## src/design/tivs_pkg.sv

```systemverilog
// ----------------------------------------------------------------------------
// tivs_pkg: shared types and constants of the tire inflation valve sequencer
// Beat payloads, configuration bundle, command codes, phase states.
// ----------------------------------------------------------------------------
package tivs_pkg;

  localparam int PRESS_W    = 12;
  localparam int TICKS_W    = 16;
  localparam int FILL_CNT_W = TICKS_W + 1;   // holds fill_duration + 1
  localparam int CFG_IDX_W  = 3;
  localparam int CFG_DATA_W = 16;
  localparam int PHASE_W    = 3;

  typedef enum logic [1:0] {
    FUNC_TICK    = 2'd0,
    FUNC_ENABLE  = 2'd1,
    FUNC_DISABLE = 2'd2,
    FUNC_NOP     = 2'd3
  } func_t;

  typedef enum logic [CFG_IDX_W-1:0] {
    REG_TARGET_PRESSURE     = 3'd0,
    REG_VERY_LOW_MARGIN     = 3'd1,
    REG_LOW_MARGIN          = 3'd2,
    REG_SLIGHT_MARGIN       = 3'd3,
    REG_FILL_TICKS_VERY_LOW = 3'd4,
    REG_FILL_TICKS_LOW      = 3'd5,
    REG_FILL_TICKS_SLIGHT   = 3'd6,
    REG_FILL_TICKS_MIN      = 3'd7
  } reg_idx_t;

  typedef enum logic [5:0] {
    PH_IDLE     = 6'b000001,
    PH_CLOSING  = 6'b000010,
    PH_CHECKING = 6'b000100,
    PH_OPENING  = 6'b001000,
    PH_FILLING  = 6'b010000,
    PH_DONE     = 6'b100000
  } phase_t;

  localparam logic [PHASE_W-1:0] PHASE_IDLE     = 3'd0;
  localparam logic [PHASE_W-1:0] PHASE_CLOSING  = 3'd1;
  localparam logic [PHASE_W-1:0] PHASE_CHECKING = 3'd2;
  localparam logic [PHASE_W-1:0] PHASE_OPENING  = 3'd3;
  localparam logic [PHASE_W-1:0] PHASE_FILLING  = 3'd4;
  localparam logic [PHASE_W-1:0] PHASE_DONE     = 3'd5;

  typedef struct packed {
    logic [1:0]         func;
    logic [PRESS_W-1:0] pressure_sample;
  } item_t;

  typedef struct packed {
    logic               valve_open;
    logic [PHASE_W-1:0] phase;
    logic               display_strobe;
    logic               filled;
    logic               enabled;
    logic [PRESS_W-1:0] latched_pressure;
  } result_t;

  typedef struct packed {
    logic [PRESS_W-1:0] target_pressure;
    logic [PRESS_W-1:0] very_low_margin;
    logic [PRESS_W-1:0] low_margin;
    logic [PRESS_W-1:0] slight_margin;
    logic [TICKS_W-1:0] fill_ticks_very_low;
    logic [TICKS_W-1:0] fill_ticks_low;
    logic [TICKS_W-1:0] fill_ticks_slight;
    logic [TICKS_W-1:0] fill_ticks_min;
  } cfg_t;

  function automatic logic [PHASE_W-1:0] phase_code(phase_t ph);
    logic [PHASE_W-1:0] code;
    unique case (ph)
      PH_IDLE:     code = PHASE_IDLE;
      PH_CLOSING:  code = PHASE_CLOSING;
      PH_CHECKING: code = PHASE_CHECKING;
      PH_OPENING:  code = PHASE_OPENING;
      PH_FILLING:  code = PHASE_FILLING;
      PH_DONE:     code = PHASE_DONE;
      default:     code = PHASE_IDLE;
    endcase
    return code;
  endfunction

endpackage

```

## src/design/tivs_cfg.sv

```systemverilog
// ----------------------------------------------------------------------------
// tivs_cfg: configuration register file
// Eight thresholds and fill durations, written one beat at a time.
// ----------------------------------------------------------------------------
module tivs_cfg (
  input  logic                              clk,
  input  logic                              rst,
  input  logic                              cfg_valid,
  output logic                              cfg_ready,
  input  logic [tivs_pkg::CFG_IDX_W-1:0]    cfg_index,
  input  logic [tivs_pkg::CFG_DATA_W-1:0]   cfg_data,
  output tivs_pkg::cfg_t                    cfg
);

  logic wr;

  assign cfg_ready = 1'b1;
  assign wr        = cfg_valid && cfg_ready;

  always_ff @(posedge clk) begin
    if (rst) begin
      cfg.target_pressure     <= 12'd560;
      cfg.very_low_margin     <= 12'd160;
      cfg.low_margin          <= 12'd80;
      cfg.slight_margin       <= 12'd32;
      cfg.fill_ticks_very_low <= 16'd200;
      cfg.fill_ticks_low      <= 16'd100;
      cfg.fill_ticks_slight   <= 16'd50;
      cfg.fill_ticks_min      <= 16'd10;
    end else if (wr) begin
      unique case (tivs_pkg::reg_idx_t'(cfg_index))
        tivs_pkg::REG_TARGET_PRESSURE:
          cfg.target_pressure <= cfg_data[tivs_pkg::PRESS_W-1:0];
        tivs_pkg::REG_VERY_LOW_MARGIN:
          cfg.very_low_margin <= cfg_data[tivs_pkg::PRESS_W-1:0];
        tivs_pkg::REG_LOW_MARGIN:
          cfg.low_margin <= cfg_data[tivs_pkg::PRESS_W-1:0];
        tivs_pkg::REG_SLIGHT_MARGIN:
          cfg.slight_margin <= cfg_data[tivs_pkg::PRESS_W-1:0];
        tivs_pkg::REG_FILL_TICKS_VERY_LOW:
          cfg.fill_ticks_very_low <= cfg_data[tivs_pkg::TICKS_W-1:0];
        tivs_pkg::REG_FILL_TICKS_LOW:
          cfg.fill_ticks_low <= cfg_data[tivs_pkg::TICKS_W-1:0];
        tivs_pkg::REG_FILL_TICKS_SLIGHT:
          cfg.fill_ticks_slight <= cfg_data[tivs_pkg::TICKS_W-1:0];
        tivs_pkg::REG_FILL_TICKS_MIN:
          cfg.fill_ticks_min <= cfg_data[tivs_pkg::TICKS_W-1:0];
      endcase
    end
  end

endmodule

```

## src/design/tivs_seq.sv

```systemverilog
// ----------------------------------------------------------------------------
// tivs_seq: valve sequencer state and next-state logic
// Holds the phase machine and its counters; updates them on each step.
// ----------------------------------------------------------------------------
module tivs_seq #(
  parameter int VALVE_DELAY    = 2,
  parameter int READ_DELAY     = 1,
  parameter int DISPLAY_PERIOD = 20,
  parameter int PRESSURE_BITS  = 12
) (
  input  logic              clk,
  input  logic              rst,
  input  logic              step,
  input  tivs_pkg::item_t   item,
  input  tivs_pkg::cfg_t    cfg,
  output tivs_pkg::result_t result
);

  localparam int VD_W = $clog2(VALVE_DELAY + 2);
  localparam int RD_W = $clog2(READ_DELAY + 2);
  localparam int DP_W = (DISPLAY_PERIOD > 1) ? $clog2(DISPLAY_PERIOD) : 1;
  localparam int PW   = tivs_pkg::PRESS_W;
  localparam int FW   = tivs_pkg::FILL_CNT_W;
  localparam logic [VD_W-1:0] VD_LIMIT  = VD_W'(VALVE_DELAY);
  localparam logic [RD_W-1:0] RD_LIMIT  = RD_W'(READ_DELAY);
  localparam logic [DP_W-1:0] DP_LAST   = DP_W'(DISPLAY_PERIOD - 1);
  localparam logic [PW-1:0]   PMASK     = (PRESSURE_BITS >= PW) ? {PW{1'b1}} :
                                          PW'((32'd1 << PRESSURE_BITS) - 32'd1);

  tivs_pkg::phase_t                 phase, phase_next;
  logic                             enable_flag, enable_flag_next;
  logic                             valve_open, valve_open_next;
  logic [VD_W-1:0]                  valve_delay_count, valve_delay_count_next;
  logic [RD_W-1:0]                  read_delay_count, read_delay_count_next;
  logic [PW-1:0]                    pressure_hold, pressure_hold_next;
  logic [tivs_pkg::TICKS_W-1:0]     fill_duration, fill_duration_next;
  logic [FW-1:0]                    fill_count, fill_count_next;
  logic [DP_W-1:0]                  display_count, display_count_next;
  logic [PW-1:0]                    shortfall;
  logic [tivs_pkg::TICKS_W-1:0]     fill_pick;
  logic                             strobe, filled;

  assign shortfall = cfg.target_pressure - pressure_hold;

  always_comb begin
    priority if (shortfall > cfg.very_low_margin) begin
      fill_pick = cfg.fill_ticks_very_low;
    end else if (shortfall > cfg.low_margin) begin
      fill_pick = cfg.fill_ticks_low;
    end else if (shortfall > cfg.slight_margin) begin
      fill_pick = cfg.fill_ticks_slight;
    end else begin
      fill_pick = cfg.fill_ticks_min;
    end
  end

  always_comb begin
    phase_next             = phase;
    enable_flag_next       = enable_flag;
    valve_open_next        = valve_open;
    valve_delay_count_next = valve_delay_count;
    read_delay_count_next  = read_delay_count;
    pressure_hold_next     = pressure_hold;
    fill_duration_next     = fill_duration;
    fill_count_next        = fill_count;
    display_count_next     = display_count;
    strobe                 = 1'b0;
    filled                 = 1'b0;
    unique case (tivs_pkg::func_t'(item.func))
      tivs_pkg::FUNC_TICK: begin
        if (phase != tivs_pkg::PH_IDLE && !enable_flag) begin
          // disabled while active: drop to idle, keep valve and counters
          phase_next = tivs_pkg::PH_IDLE;
        end else begin
          unique case (phase)
            tivs_pkg::PH_IDLE: begin
              if (enable_flag) begin
                valve_delay_count_next = '0;
                phase_next             = tivs_pkg::PH_CLOSING;
              end
            end
            tivs_pkg::PH_CLOSING: begin
              valve_open_next = 1'b0;
              if (valve_delay_count > VD_LIMIT) begin
                valve_delay_count_next = '0;
                phase_next             = tivs_pkg::PH_CHECKING;
              end else begin
                valve_delay_count_next = valve_delay_count + 1'b1;
              end
            end
            tivs_pkg::PH_CHECKING: begin
              if (read_delay_count == '0) begin
                pressure_hold_next    = item.pressure_sample & PMASK;
                read_delay_count_next = RD_W'(1);
              end else if (read_delay_count > RD_LIMIT) begin
                read_delay_count_next = '0;
                if (pressure_hold >= cfg.target_pressure) begin
                  phase_next = tivs_pkg::PH_DONE;
                end else begin
                  fill_duration_next = fill_pick;
                  strobe             = 1'b1;
                  phase_next         = tivs_pkg::PH_OPENING;
                end
              end else begin
                read_delay_count_next = read_delay_count + 1'b1;
              end
            end
            tivs_pkg::PH_OPENING: begin
              valve_open_next = 1'b1;
              if (valve_delay_count > VD_LIMIT) begin
                valve_delay_count_next = '0;
                phase_next             = tivs_pkg::PH_FILLING;
              end else begin
                valve_delay_count_next = valve_delay_count + 1'b1;
              end
            end
            tivs_pkg::PH_FILLING: begin
              if (fill_count > {1'b0, fill_duration}) begin
                fill_count_next    = '0;
                display_count_next = '0;
                phase_next         = tivs_pkg::PH_CLOSING;
              end else begin
                fill_count_next = fill_count + 1'b1;
                // display_count tracks fill_count modulo the display period
                if (display_count == DP_LAST) begin
                  display_count_next = '0;
                  strobe             = 1'b1;
                end else begin
                  display_count_next = display_count + 1'b1;
                end
              end
            end
            tivs_pkg::PH_DONE: begin
              strobe           = 1'b1;
              filled           = 1'b1;
              enable_flag_next = 1'b0;
              phase_next       = tivs_pkg::PH_IDLE;
            end
            default: begin
              phase_next = tivs_pkg::PH_IDLE;
            end
          endcase
        end
      end
      tivs_pkg::FUNC_ENABLE:  enable_flag_next = 1'b1;
      tivs_pkg::FUNC_DISABLE: enable_flag_next = 1'b0;
      tivs_pkg::FUNC_NOP: ;
    endcase
  end

  always_comb begin
    result.valve_open       = valve_open_next;
    result.phase            = tivs_pkg::phase_code(phase_next);
    result.display_strobe   = strobe;
    result.filled           = filled;
    result.enabled          = enable_flag_next;
    result.latched_pressure = pressure_hold_next;
  end

  always_ff @(posedge clk) begin
    if (rst) begin
      phase             <= tivs_pkg::PH_IDLE;
      enable_flag       <= 1'b0;
      valve_open        <= 1'b0;
      valve_delay_count <= '0;
      read_delay_count  <= '0;
      pressure_hold     <= '0;
      fill_duration     <= '0;
      fill_count        <= '0;
      display_count     <= '0;
    end else if (step) begin
      phase             <= phase_next;
      enable_flag       <= enable_flag_next;
      valve_open        <= valve_open_next;
      valve_delay_count <= valve_delay_count_next;
      read_delay_count  <= read_delay_count_next;
      pressure_hold     <= pressure_hold_next;
      fill_duration     <= fill_duration_next;
      fill_count        <= fill_count_next;
      display_count     <= display_count_next;
    end
  end

  a_valve_delay_bound: assert property (@(posedge clk) disable iff (rst)
    valve_delay_count <= VD_LIMIT + 1'b1)
    else $error("valve delay count past its limit");

  a_read_delay_bound: assert property (@(posedge clk) disable iff (rst)
    read_delay_count <= RD_LIMIT + 1'b1)
    else $error("read delay count past its limit");

  a_display_bound: assert property (@(posedge clk) disable iff (rst)
    display_count <= DP_LAST)
    else $error("display count past the period");

  a_done_clears_enable: assert property (@(posedge clk) disable iff (rst)
    step && phase == tivs_pkg::PH_DONE && enable_flag &&
    item.func == tivs_pkg::FUNC_TICK |=> !enable_flag && phase == tivs_pkg::PH_IDLE)
    else $error("done tick did not clear enable and return to idle");

endmodule

```

## src/design/tire_inflation_valve_sequencer.sv

```systemverilog
// ----------------------------------------------------------------------------
// tire_inflation_valve_sequencer: top level
// Input register, sequencer step, result register, configuration registers.
// ----------------------------------------------------------------------------
//   channel   handshake               payload
//   item      item_valid/item_stall   item (func, pressure_sample)
//   result    result_valid/result_stall result (valve, phase, pulses, pressure)
//   cfg       cfg_valid/cfg_ready     cfg_index, cfg_data
//
// One item per cycle when the result is not stalled; each item goes through the input
// register, then one pass of the phase logic into the result register.
// Reset (rst, synchronous) returns the phase machine to idle, the counters to
// zero and the configuration registers to their defaults; cfg_ready is always high.
// A stalled result holds the pipe; item_stall rises only when the input
// register is full and cannot move on.
// ----------------------------------------------------------------------------
module tire_inflation_valve_sequencer #(
  parameter int VALVE_DELAY    = 2,
  parameter int READ_DELAY     = 1,
  parameter int DISPLAY_PERIOD = 20,
  parameter int PRESSURE_BITS  = 12
) (
  input  logic                            clk,
  input  logic                            rst,
  input  logic                            item_valid,
  output logic                            item_stall,
  input  tivs_pkg::item_t                 item,
  output logic                            result_valid,
  input  logic                            result_stall,
  output tivs_pkg::result_t               result,
  input  logic                            cfg_valid,
  output logic                            cfg_ready,
  input  logic [tivs_pkg::CFG_IDX_W-1:0]  cfg_index,
  input  logic [tivs_pkg::CFG_DATA_W-1:0] cfg_data
);

  tivs_pkg::item_t   item_q;
  logic              item_q_valid;
  logic              advance;
  tivs_pkg::cfg_t    cfg;
  tivs_pkg::result_t step_result;

  assign advance    = item_q_valid && (!result_valid || !result_stall);
  assign item_stall = item_q_valid && !advance;

  tivs_cfg u_cfg (
    .clk       (clk),
    .rst       (rst),
    .cfg_valid (cfg_valid),
    .cfg_ready (cfg_ready),
    .cfg_index (cfg_index),
    .cfg_data  (cfg_data),
    .cfg       (cfg)
  );

  tivs_seq #(
    .VALVE_DELAY    (VALVE_DELAY),
    .READ_DELAY     (READ_DELAY),
    .DISPLAY_PERIOD (DISPLAY_PERIOD),
    .PRESSURE_BITS  (PRESSURE_BITS)
  ) u_seq (
    .clk    (clk),
    .rst    (rst),
    .step   (advance),
    .item   (item_q),
    .cfg    (cfg),
    .result (step_result)
  );

  always_ff @(posedge clk) begin
    if (rst) begin
      item_q_valid <= 1'b0;
    end else if (item_valid && !item_stall) begin
      item_q_valid <= 1'b1;
    end else if (advance) begin
      item_q_valid <= 1'b0;
    end
  end

  always_ff @(posedge clk) begin
    if (rst) begin
      item_q <= '0;
    end else if (item_valid && !item_stall) begin
      item_q <= item;
    end
  end

  always_ff @(posedge clk) begin
    if (rst) begin
      result_valid <= 1'b0;
    end else if (advance) begin
      result_valid <= 1'b1;
    end else if (!result_stall) begin
      result_valid <= 1'b0;
    end
  end

  always_ff @(posedge clk) begin
    if (advance) begin
      result <= step_result;
    end
  end

  a_step_gives_beat: assert property (@(posedge clk) disable iff (rst)
    advance |=> result_valid)
    else $error("stepped item produced no result beat");

  a_filled_state: assert property (@(posedge clk) disable iff (rst)
    result_valid && result.filled |->
      result.display_strobe && !result.enabled && result.phase == tivs_pkg::PHASE_IDLE)
    else $error("filled pulse with inconsistent state");

  a_filling_valve_open: assert property (@(posedge clk) disable iff (rst)
    result_valid && result.phase == tivs_pkg::PHASE_FILLING |-> result.valve_open)
    else $error("filling phase with the valve closed");

endmodule
```

## config.mk

```make
export PLATFORM = sky130hd
export DESIGN_NAME = tire_inflation_valve_sequencer
export DESIGN_NICKNAME = d
export VERILOG_FILES = /design/src/design/tivs_pkg.sv /design/src/design/tivs_cfg.sv /design/src/design/tivs_seq.sv /design/src/design/tire_inflation_valve_sequencer.sv
export SDC_FILE = /design/constraint.sdc
export NUM_CORES = 1
export LEC_CHECK = 0
export BUFFER_PORTS_ARGS = -buffer_cell sky130_fd_sc_hd__buf_2
export CELL_PAD_IN_SITES_DETAIL_PLACEMENT = 0
export CELL_PAD_IN_SITES_GLOBAL_PLACEMENT = 1
export CORE_AREA = 2 2 147 149
export CTS_CLUSTER_SIZE = 16
export DETAILED_ROUTE_END_ITERATION = 8
export DIE_AREA = 0 0 149 151
export GPL_TIMING_DRIVEN = 0
export PLACE_DENSITY_LB_ADDON = 0.15
export SLEW_MARGIN = 20
export SYNTH_ARGS = -nofsm -noshare
export SYNTH_HDL_FRONTEND = slang
export SYNTH_SLANG_ARGS = --single-unit
```

## constraint.sdc

```tcl
create_clock -name clk -period 11.3 [get_ports clk]
set_input_delay 0.565 -clock clk [delete_from_list [all_inputs] [get_ports clk]]
set_output_delay 0.565 -clock clk [all_outputs]
set_load 0.1 [all_outputs]
```

==> flow_summary_export.csv <==
group,metric,value,unit
run_status,run_status,"finished, final reports clean",
worst_setup_path,path_buf_inv,3,
timing,hold_viol,0,
power_and_ir_drop,seqPwrFrac,0.452,
flow_run,cap_violations,0,
global_route,grt_max_degree,29,
yosys,ys_seq_area_frac,0.4225,
timing,period_share,0.4389,
cts,post_cts_resized,0,
drt,drtIter0Drc,472,
hold_path,hold_depth,3,
worst_setup_path,critPathSlowestCell,"buf_1",
final_layout,layout-drive-gt1-share,0.08782,
power_and_ir_drop,p_leak,4.441,nW
yosys,ys.flop_type,"dfxtp_1",
cts,holdBufCountCts,0,
cts,tritoncts,"yes",
die,die_w,149,um
drt,routedWlPerCell,16.50,um
power_and_ir_drop,pwr-share-comb,0.115,
power_and_ir_drop,ir_worst_vdd,0.0001253,V
cts,clk_latency,520,ps
worst_setup_path,worst-path-stages,19,
timing,setup_viol,0,
drt,ant_nets,0,
global_route,track_usage,0.2404,
drt,firstDrtPassIters,7,
yosys,synth_cell_types,71,
placement,io_buffers,44,
final_layout,final_util,0.5606,
cts,clk_pin_slew,60,ps
yosys,netlist_area,10350,sq um
timing,slew_headroom,0.4084,
power_and_ir_drop,p_per_area,146.5,nW/um^2
placement,placedCellCount,1586,
yosys,yosysWarnings,0,
final_layout,finalNonFillerCells,1630,
worst_setup_path,critPathArrivalTime,5340,ps
drt,via_per_inst,5.417,
worst_setup_path,reg2reg_depth,19,
drt,remaining_drc_errors,0,
die,core,20820,sq um
global_route,overflow,0,
final_layout,nNetsFinal,1443,
worst_setup_path,critPathMaxFanout,10,
yosys,synth_edf_count,19,
worst_setup_path,cp_cell_sequence,"inv_1 > ha_1 > nor2b_1 > o21a_1 > o21ai_0 > a21oi_1 > a41o_1 > o41ai_1 > xnor2_1 > ha_1 > nand4_1 > or2_2 > a21oi_1 > a211o_1 > o22a_1 > buf_2 > buf_1 > mux2i_1 > a221oi_1",
timing,fin_skew,17.41,ps
die,start_util,0.4972,
cts,cts_made_buffers,24,
timing,tightest_slew,875.5,ps
power_and_ir_drop,switching_share,0.2644,
die,die_area,22500,sq um
die,rows,53,
power_and_ir_drop,switchingPower,0.4520,mW
final_layout,antenna_cells,0,
yosys,synth_area_per_cell,8.171,sq um
cts,clockBufferDepth,3,
hold_path,hp-class,"in2reg",
final_layout,area_growth,12.75,%
timing,fmax,201.6,MHz
drt,via_count,8830,
yosys,synthCells,1267,
cts,clock_tree.root_cell,"clkbuf_16",
cts,cts_setup_buffers,0,
power_and_ir_drop,pwr-share-clk,0.433,
worst_setup_path,cp_slowest_stage_delay,590,ps
timing,min_period,4960,ps
die,ios,60,
final_layout,final_cell_area,11670,sq um
drt,wl,26.89,mm
timing,drv_slew,0,
global_route,antenna_found_initial,0,
placement,dp_hpwl,19.58,mm
worst_setup_path,crit_family,"compound AO/OA/AOI/OAI gates",
timing,tns,0,ps
yosys,postSynth.asyncResetShare,0,
global_route,first_global_vias,8262,
cts,cts.sinks,209,
worst_setup_path,crit_path_start_kind,"flop",
placement,gp_congestion,0.8866,
yosys,ys_ff_latch,209,
placement,dpl_cell_area,10920,sq um
global_route,grt_pass1_wl,43.13,mm
worst_setup_path,critPathKind,"reg2reg",
worst_setup_path,cp-end-kind,"flop",
cts,h-tree-depth,1,
final_layout,final_common_cell,"nand2_1",
yosys,syn_nets,1373,
die,die_h,151,um
final_layout,layout_common_cells,"317 x nand2_1, 190 x dfxtp_1, 147 x a21oi_1",
worst_setup_path,required,11680,ps
timing,rsz0062_at_grt,"false",
power_and_ir_drop,p_int,1.258,mW
==> stage by stage <==
stage	hold slack (ps)	power (mW)	worst slack [ps]
6_report	291.9	1.710	6340
5_1_grt	282.3	1.772	5922
4_1_cts	275.3	1.721	6346
3_5_place_dp	446.7	0.9847	6373
3_3_place_gp	441.2	0.9832	6387
2_1_floorplan	435.6	0.9287	7229
==> area by class of cell <==
| type | count | area, sq um |
|---|---|---|
| buffer | 74 | 335.3 |
| clock buffer | 36 | 706.9 |
| clock inverter | 8 | 47.55 |
| multi-input combinational | 913 | 5378 |
| timing repair buffer | 44 | 220.2 |
| inverter | 71 | 266.5 |
| tap | 275 | 344.1 |
| fill | 1988 | 9150 |
| sequential | 209 | 4374 |
==> cell families after synthesis <==
logic type	synth area share
simple gates	0.2184
compound gates	0.1650
flops	0.4225
buf+inv	0.05801
fa+ha+maj	0.08291
mux	0.02913
xor+xnor	0.02369
other cells	0.0003622
==> power by group through the flow <==
stage	clock network (mW)	logic [mW]	registers, mW
global route	0.781	0.217	0.774
floorplan	0	0.124	0.805
finish	0.740	0.197	0.773
detailed placement	0	0.196	0.789
global placement	0	0.195	0.789
CTS	0.752	0.197	0.773
==> path summary, 6_finish.rpt <==
path	to	slack, ps	start
worst min-delay path	item_q[7]	290	item[7]
worst max register to register	u_seq.fill_duration[10]	6340	u_seq.pressure_hold[1]
worst min register to register	u_cfg.cfg[81]	450	u_cfg.cfg[81]
worst max-delay path	u_seq.fill_duration[10]	6340	u_seq.pressure_hold[1]
==> sequential cells by signal, indices dropped and copies added (netlist names), 5 cells and up <==
name / cells
u_cfg.cfg: 112
u_seq.fill_duration: 16
result: 19
u_seq.pressure_hold: 12
u_seq.phase: 6
item_q: 14
u_seq.display_count: 5
u_seq.fill_count: 17
==> worst min-delay path: stages <==
cell     delay [ps]
buf_2            90
nand2_1          40
a21oi_1          50
==> metal layers <==
metal  wire, um  GRT usage  share of wire
met5          0          0              0
met4        395    0.04619          0.015
met3       1275    0.03012          0.047
met2      11900     0.3850           0.44
met1      13320     0.3506           0.50
==> cell usage after synthesis, drive strengths merged, types with 12 or more instances <==
cell      n  area share
dfxtp   190        0.37
edfxtp   19       0.055
xnor2    12       0.010
a221oi   17       0.014
mux2i    29       0.028
ha       67       0.081
buf      16      0.0098
nor2     67       0.025
nand2   317        0.11
nand4    22       0.013
inv      71       0.026
a21oi   147       0.071
clkbuf   58       0.022
o21ai    29       0.014
o221ai   16       0.014
nand3    32       0.015
nor3     14      0.0073
xor2     16       0.014
Note: power is estimated with default switching activity, not from simulation.
